$ cat src/hdl/btmx_ram.sv
module btmx_ram #(
  parameter int WIDTH = 8,
  parameter int DEPTH = 16
) (
  input  logic                     clk,
  input  logic                     we,
  input  logic [$clog2(DEPTH)-1:0] waddr,
  input  logic [WIDTH-1:0]         wdata,
  input  logic [$clog2(DEPTH)-1:0] raddr,
  output logic [WIDTH-1:0]         rdata
);
  logic [WIDTH-1:0] mem [DEPTH];
  always_ff @(posedge clk) begin
    if (we) mem[waddr] <= wdata;
    rdata <= mem[raddr];
  end
endmodule

$ cat config.mk
export PLATFORM = sky130hd
export DESIGN_NAME = btmx_ram
export DESIGN_NICKNAME = d
export VERILOG_FILES = /design/src/hdl/btmx_ram.sv
export SDC_FILE = /design/constraint.sdc
export NUM_CORES = 1
export LEC_CHECK = 0
export BUFFER_PORTS_ARGS = -buffer_cell sky130_fd_sc_hd__buf_2
export CAP_MARGIN = 20
export CORE_AREA = 2 2 101 103
export CTS_CLUSTER_DIAMETER = 40
export DETAILED_ROUTE_END_ITERATION = 12
export DIE_AREA = 0 0 103 105
export PLACE_DENSITY = 0.73
export SYNTH_ARGS = -nofsm -noshare
export SYNTH_HDL_FRONTEND = slang
export SYNTH_SLANG_ARGS = --single-unit
$ cat constraint.sdc
create_clock -name clk -period 1.6 [get_ports clk]
set_input_delay 0.08 -clock clk [delete_from_list [all_inputs] [get_ports clk]]
set_output_delay 0.08 -clock clk [all_outputs]
set_load 0.02 [all_outputs]
Word level (Yosys, flattened, before mapping)
Memory sizes are Yosys's and may differ from the RTL's. A register that Yosys moved wholly into a read port is not among the register bits.
Cells that the tools add are included.
{ "word_totals": {"register_bits": 0, "latchBits": 0, "mem_bits_rw": 128, "rom_bits": 0, "in_bits": 18, "out_inout_bits": 8, "word_cells": 3, "n_memories": 1} }
{ "op_classes": {"add_sub_neg": 0, "n_mul": 0, "div_mod_pow": 0, "order_cmp": 0, "eq_ne": 0, "shifts": 0, "muxes": 2, "bitwise": 0, "reduce_logical": 0} }
{ "memory_table": {"columns": ["memory", "depth", "width", "read_ports", "rd_clocked_by_memory_dff", "wr", "line", "rtl"], "rows": [
  ["mem", 16, 8, 1, 1, 1, "12", "logic [WIDTH-1:0] mem [DEPTH];"]
]} }
{ "ops": {"columns": ["cell", "n"], "rows": [
  ["1-bit 2-to-1 mux", 2]
]} }

Longest topological paths before layout
Gate-level depths: netlist of the first run.
{ "depth": {"ltp_word": 2, "ltp_mapped": 5, "depth_no_buf": 3} }

Least setup slack after synthesis of the first run
No wires, ideal clock.
{ "synth_timing": {"path_type": "input to register", "start": "in waddr[2]", "end": "mem mem[0][0], enable pin", "setup_time_ns": 0.383, "t_arrival_ns": 1.190, "required_ns": 1.217, "setup_slack_ns": 0.027, "path_stages": 2, "path_buffers": 0, "cell_sequence": "or3b_2 -> nor3_1"} }
{ "synth_rtl": {"columns": ["element", "line", "rtl"], "rows": [
  ["from (decl)", "7", "input logic [$clog2(DEPTH)-1:0] waddr,"],
  ["to (decl)", "12", null]
]} }
No word-level cell before the write port.

==> results of run 1 <==
==> path summary, 6_finish.rpt <==
| kind | endpoint | slack [ns] | depth (start not counted) |
|---|---|---|---|
| max | rdata[6]$_DFF_P_ | 0.21 | 3 |
| min | mem[0][0]$_DFFE_PP_ | 0.13 | 3 |
| max reg2reg | rdata[6]$_DFF_P_ | 0.21 | 3 |
| min reg2reg | rdata[2]$_DFF_P_ | 0.68 | 3 |
==> critical path, stage by stage (launching register included) <==
cell and delay (ns):
edfxtp_1 0.37, mux4_2 0.45, a22oi_1 0.32, nand2_1 0.12
==> cell type report <==
type / instances / share of cell area
well taps: 133 / 0.0267
multi-input cells: 83 / 0.170
clock inverters: 10 / 0.0281
flip-flops and latches: 136 / 0.643
clock buffers: 22 / 0.0696
repair buffers: 54 / 0.0623
==> metal layers <==
layer  GRT usage  part of all wire
met4      0.0564            0.0045
met1       0.279              0.44
met2       0.313              0.52
met3      0.0535             0.043
met5           0                 0
==> synth_stat cells, drive strengths merged <==
cell type | n | area share
mux4 | 32 | 0.15
or3b | 1 | 0.0017
buf | 7 | 0.011
nor2 | 13 | 0.0095
edfxtp | 128 | 0.75
dfxtp | 8 | 0.031
and2b | 1 | 0.0015
a22oi | 16 | 0.023
nor2b | 1 | 0.0012
nand3 | 1 | 0.00097
and2 | 1 | 0.0012
nand3b | 2 | 0.0029
nor3 | 4 | 0.0039
clkdlybuf4s25 | 3 | 0.0058
nand2 | 9 | 0.0066
nand2b | 2 | 0.0024
==> kinds of logic after synthesis <==
family                 Yosys count
and+or+nand+nor                 35
buffers and inverters           10
muxes                           32
DFF                            136
AOI/OAI and AO/OA               16
==> cells in the final DEF (no fill, tap or decap), types with 4 or more instances in the layout <==
cell type and instances:
mux4_2 18, mux4_1 14, edfxtp_1 128, nor2_1 13, dfxtp_1 8, dlygate4sd3_1 8
buf_2 25, a22oi_1 16, bufinv_16 5, nand2_1 9, buf_4 19, nor3_1 4
clkbuf_1 5, clkbuf_16 16
==> what timing repair did <==
| action | in CTS | in global routing |
|---|---|---|
| hold buffers | 8 | 0 |
| setup endpoints to repair | 0 | 0 |
| endpoints found under the hold margin | 128 | 0 |
==> stage by stage <==
step | power (W) | hold slack [ns] | setup slack (ns) | instances
5_1_grt | 0.00863 | 0.149 | 0.180 | 438
2_1_floorplan | 0.00431 | 0.179 | 0.0271 | 229
3_5_place_dp | 0.00448 | 0.473 | 0.140 | 398
6_report | 0.00840 | 0.134 | 0.209 | 438
3_3_place_gp | 0.00447 | 0.466 | 0.155 | 398
4_1_cts | 0.00845 | 0.114 | 0.215 | 438
==> power by group <==
part	switching [W]	total (W)	internal, W
logic	0.000230	0.000407	0.000176
registers	0.0000279	0.00401	0.00399
clock network	0.00131	0.00398	0.00267
==> state kept, by name, indices dropped and copies added (netlist names) <==
| name | count |
|---|---|
| mem | 128 |
| rdata | 8 |
==> metrics.md, run 1 <==
| Metric | Value |
|---|---|
| Outcome | finished, final reports clean |
| VDD IR max | 776 uV |
| Post-synthesis xor/xnor area fraction | 0 |
| Grt ovf | 0 |
| Crit. Startpoint | mem[8][6]$_DFFE_PP_ |
| Worst Path Arrival | about 1.8 ns |
| Antenna-violating nets left | 0 |
| Std-Cell Rows | 36 |
| Final setup violation count | 0 |
| DRC Markers | 0 |
| CTS H-Tree Depth | 4 |
| Max-Cap Viols | 0 |
| Storage cell area | around 4000 sq um |
| Crit start category | flip-flop |
| Sequential-to-total area share from yosys stat | 0.778 |
| Area of the multi-input gates | between 1000 and 1500 sq um |
| Layout cells sized above 1 | 0.295 |
| Drt wl/cell | about 22 microns |
| Total Wirelength | about 9600 microns |
| CP Capture Type | flip-flop |
| Fmax | 0.719 GHz |
| Leak | roughly 2.1 nW |
| Clk_skew | about 0.0080 ns |
| Post-synthesis mux area share | 0.150 |
| Worst hold path type | in2reg |
| Die Wd | roughly 100 microns |
| Area after DPL | approximately 5500 sq um |
| Via Count | approximately 2400 |
| Mean Syn Cell Area | roughly 22 sq um |
| Initial antenna violation count | 0 |
| I/O Pins | 26 |
| Post-Synthesis Cells | approximately 230 |
| Number of max-slew violations in the final report | 0 |
| Initial drt markers | between 150 and 200 |
| DPL Wire Length | slightly above 6000 microns |
| Largest net degree at the start of global routing | 33 |
| Die area | between 10000 and 15000 sq um |
| Setup tns final | 0 ns |
| Post-Synth Simple-Gate Area | 0.0318 |
| Post-route clock period utilization | 0.869 |
| Worst EP required | 1.97 ns |
| Slew @ Worst Pin | 0.449 ns |
| CTS tree | yes |
| Starting Density | 0.534 |
| Mapped Nets | approximately 250 |
| DIE HEIGHT | approximately 110 microns |
| PostCTS Resize Cnt | 0 |
| First-pass GRT wire length | approximately 15000 microns |
| Slew Limit Headroom | 0.699 |
| Worst r2r src | mem[8][6]$_DFFE_PP_ |
| Layout fillers | approximately 670 |
| Netlist cell types | 19 |
| RSZ-0062 raised after global routing | false |
| Post-synthesis cell area | 5150 sq um |
| Port Buf Inserts | 25 |
| Post-layout util | 0.646 |
| Longest Clk Path Bufs | 2 |
| Largest family of logic cells by synthesized area | multiplexers |
| Final net count | 310 |
| Post-synthesis compound-gate area fraction | 0.0233 |
| # clock sinks | 136 |
| Syn. warnings | 0 |
| Vias/cell | 5.57 |
| Core area | around 9600 sq um |
| Crit-path max FO | 1 |
| Antenna fix cells | 0 |
| Design Area, Final | approximately 6200 sq um |
| Crit path kind | reg2reg |
| Minimum clock period | 1.39 ns |
| GPL Wtd Cong | ~0.74 |
| Yosys reg bits | approximately 140 |
| Clock transition at the registers of the reported paths | around 0.06 ns |
| Synth Area in Adders | 0 |
| Initial DRT Pass Iterations | 4 |
| Setup bufs post-CTS | 0 |
| Worst-skew pair later-pin latency | approximately 0.5 ns |
| Vias in the first global route | approximately 2600 |
| CTS root buf | clkbuf_8 |
| Hold Crit Start | waddr[0] |
| Layout area overhead | 20.9% |
| Power per Cell Area | 1350 nW/um^2 |
| Total CTS buffers | 17 |
| Tot GR Track Use | 0.200 |
| Fin. Hold Viols | 0 |
(Power assumes the default switching activity.)
==> run 2, diff against run 1 <==
--- a/config.mk
+++ b/config.mk
@@ -12,6 +12,7 @@
 export DETAILED_ROUTE_END_ITERATION = 12
 export DIE_AREA = 0 0 103 105
 export PLACE_DENSITY = 0.73
+export SETUP_SLACK_MARGIN = 0.02
 export SYNTH_ARGS = -nofsm -noshare
 export SYNTH_HDL_FRONTEND = slang
 export SYNTH_SLANG_ARGS = --single-unit
==> constraint.sdc (replaced) <==
create_clock -name clk -period 1.2 [get_ports clk]
set_input_delay 0.06 -clock clk [delete_from_list [all_inputs] [get_ports clk]]
set_output_delay 0.06 -clock clk [all_outputs]
set_load 0.02 [all_outputs]
==> metrics.md, run 2 (synthesis gave the netlist of run 1 again) <==
| Metric | Value |
|---|---|
| Outcome | finished with violations |
| Violated checks | negative setup slack |
| Flop pwr share | 0.452 |
| Clock transition at the registers of the reported paths | 0.06 ns |
| Power per Cell Area | between 1500 and 2000 nW/um^2 |
| Max-Cap Viols | 0 |
| Post-route clock period utilization | 1.06 |
| Vias/cell | between 5 and 6 |
| I/O Pins | 26 |
| Reg-to-Reg End | rdata[4]$_DFF_P_ |
| Worst hold path type | in2reg |
| Layout area overhead | 25.9% |
| Worst Setup Slack, final | -0.0759 ns |
| Via Count | 2574 |
| CP Capture Type | flip-flop |
| Slew Limit Headroom | 0.359 |
| Drt wl/cell | 23.7 microns |
| Crit path kind | reg2reg |
| Worst r2r src | mem[10][4]$_DFFE_PP_ |
| Starting Density | 0.534 |
| Std-Cell Rows | 36 |
| Sw frac | 0.191 |
| Final net count | 323 |
| Grt ovf | 0 |
| Commonest cells after routing, fill and taps aside | 128 x edfxtp_1, 30 x mux4_2, 27 x buf_4, 25 x buf_2, 16 x clkbuf_16 |
| Die area | about 11000 sq um |
| Layout cells sized above 1 | 0.428 |
| # clock sinks | between 100 and 150 |
| Largest net degree at the start of global routing | 19 |
| Setup tns final | -0.375 ns |
| First-pass GRT wire length | about 16000 microns |
| Tot GR Track Use | 0.221 |
| Fin. Hold Viols | 0 |
| Post-Place Worst Slack | -0.328 ns |
| DPL Wire Length | ~6500 microns |
| Number of max-slew violations in the final report | 0 |
| Slew @ Worst Pin | between 0.9 and 1 ns |
| CTS tree | yes |
| Endpoint with the worst hold slack | rdata[1]$_DFF_P_ |
| Antenna-violating nets left | 0 |
| Fmax | 0.784 GHz |
| Cell Chain, Critical Path | mux4_2 > a22oi_2 > nand2_1 |
| Worst Path Arrival | roughly 1.7 ns |
| R2r worst-path depth | 3 |
| Total Wirelength | ~11000 microns |
| Most common cell after layout, fill and taps aside | edfxtp_1 |
| RSZ-0062 raised after global routing | true |
| Die Wd | slightly above 100 microns |
| Worst Path Buf+Inv | 0 |
| CTS H-Tree Depth | 4 |
| Leak | about 2.2 nW |
| Max reg flops | roughly 130 |
| Top flop regs | mem: 128 flops, rdata: 8 flops |
| Critical Path Slowest Stage Cell | mux4_2 |
| Antenna fix cells | 0 |
| Worst-skew pair later-pin latency | roughly 0.52 ns |
| DRC Markers | 0 |
| GPL Wtd Cong | approximately 0.75 |
| Reg with most FFs | mem |
| Initial drt markers | between 200 and 250 |
| CTS root buf | clkbuf_8 |
| Hold slack | 0.0618 ns |
| Initial DRT Pass Iterations | 4 |
| Pint | about 0.0096 W |
| Final setup violation count | 8 |
| Clock share of power | 0.495 |
| Total CTS buffers | 17 |
| Vias in the first global route | 2704 |
| Largest delay share family, worst path | multiplexers |
| Critical Path Max Stage Delay | ~0.48 ns |
| Setup slack, reg-to-reg | -0.08 ns |
| Port Buf Inserts | 25 |
| DIE HEIGHT | between 100 and 150 microns |
| Initial antenna violation count | 0 |
| Worst EP required | between 1.5 and 2 ns |
| Gate power share | 0.054 |
| Core area | around 9600 sq um |
| Hold Path Stages | 4 |
| Longest Clk Path Bufs | 2 |
| Hold Crit Start | raddr[1] |
| Crit start category | flip-flop |
| VDD IR max | 971 uV |
| Crit-path max FO | 1 |
| Switching pwr | around 0.0023 W |
| Minimum clock period | 1.28 ns |
| Clk_skew | roughly 0.006 ns |
==> run 2: changes by cell type in the layout (fill, tap and decap cells not counted), sizes merged <==
cell / change
buf: +13
bufinv: +2
clkbuf: -5
clkinv: +1
clkinvlp: +2
==> run 2: cell type report <==
cell class	instances	area, sq um
sequential	136	4000
fill	646	3160
multi-input combinational	83	1090
timing repair buffer	67	548
clock buffer	17	414
clock inverter	15	255
tap	133	166
==> run 2: power by group through the flow <==
stage          logic [W]  clock network (W)  registers, W
3_5_place_dp    0.000584                  0       0.00544
3_3_place_gp    0.000571                  0       0.00544
5_1_grt         0.000680            0.00612       0.00535
4_1_cts         0.000637            0.00593       0.00535
6_report        0.000634            0.00585       0.00535
2_1_floorplan   0.000278                  0       0.00547
==> run 2: routing by layer <==
| layer | vias up | share of wire | GRT usage |
|---|---|---|---|
| met5 | - | 0 | 0 |
| met1 | 1361 | 0.41 | 0.301 |
| met3 | 17 | 0.048 | 0.0515 |
| met2 | 81 | 0.52 | 0.341 |
| met4 | 0 | 0.021 | 0.0940 |
| li1 | 1115 | - | - |
==> run 2: timing repair <==
item | CTS | global route
endpoints found under the hold margin | 128 | 0
pin swaps | 7 | 3
setup buffers | 0 | 0
setup endpoints to repair | 8 | 8
resized for setup | 19 | 3
hold buffers | 8 | 0
==> run 2: how the worst max path moves through the flow <==
stage / start / to / slack [ns] / depth (start not counted)
2_1_floorplan: raddr[0] / rdata[1]$_DFF_P_ / 0.004 / 5
3_3_place_gp: raddr[0] / rdata[4]$_DFF_P_ / -0.35 / 5
3_5_place_dp: raddr[0] / rdata[4]$_DFF_P_ / -0.33 / 5
4_1_cts: mem[8][4]$_DFFE_PP_ / rdata[4]$_DFF_P_ / -0.12 / 3
5_1_grt: mem[11][7]$_DFFE_PP_ / rdata[7]$_DFF_P_ / -0.13 / 3
6_report: mem[10][4]$_DFFE_PP_ / rdata[4]$_DFF_P_ / -0.08 / 3
==> run 2: metrics by stage <==
step           utilization  instances  total power (W)  cell area, sq um
2_1_floorplan            -        229          0.00575              5190
3_3_place_gp         0.595        412          0.00601              5730
3_5_place_dp         0.595        412          0.00603              5730
4_1_cts              0.672        451           0.0119              6470
5_1_grt              0.672        451           0.0121              6480
6_report             0.672        451           0.0118              6480
==> run 2: worst register-to-register path: stages (launching register included) <==
cell	delay, ns
edfxtp_1	0.37
mux4_2	0.48
a22oi_2	0.22
nand2_1	0.09
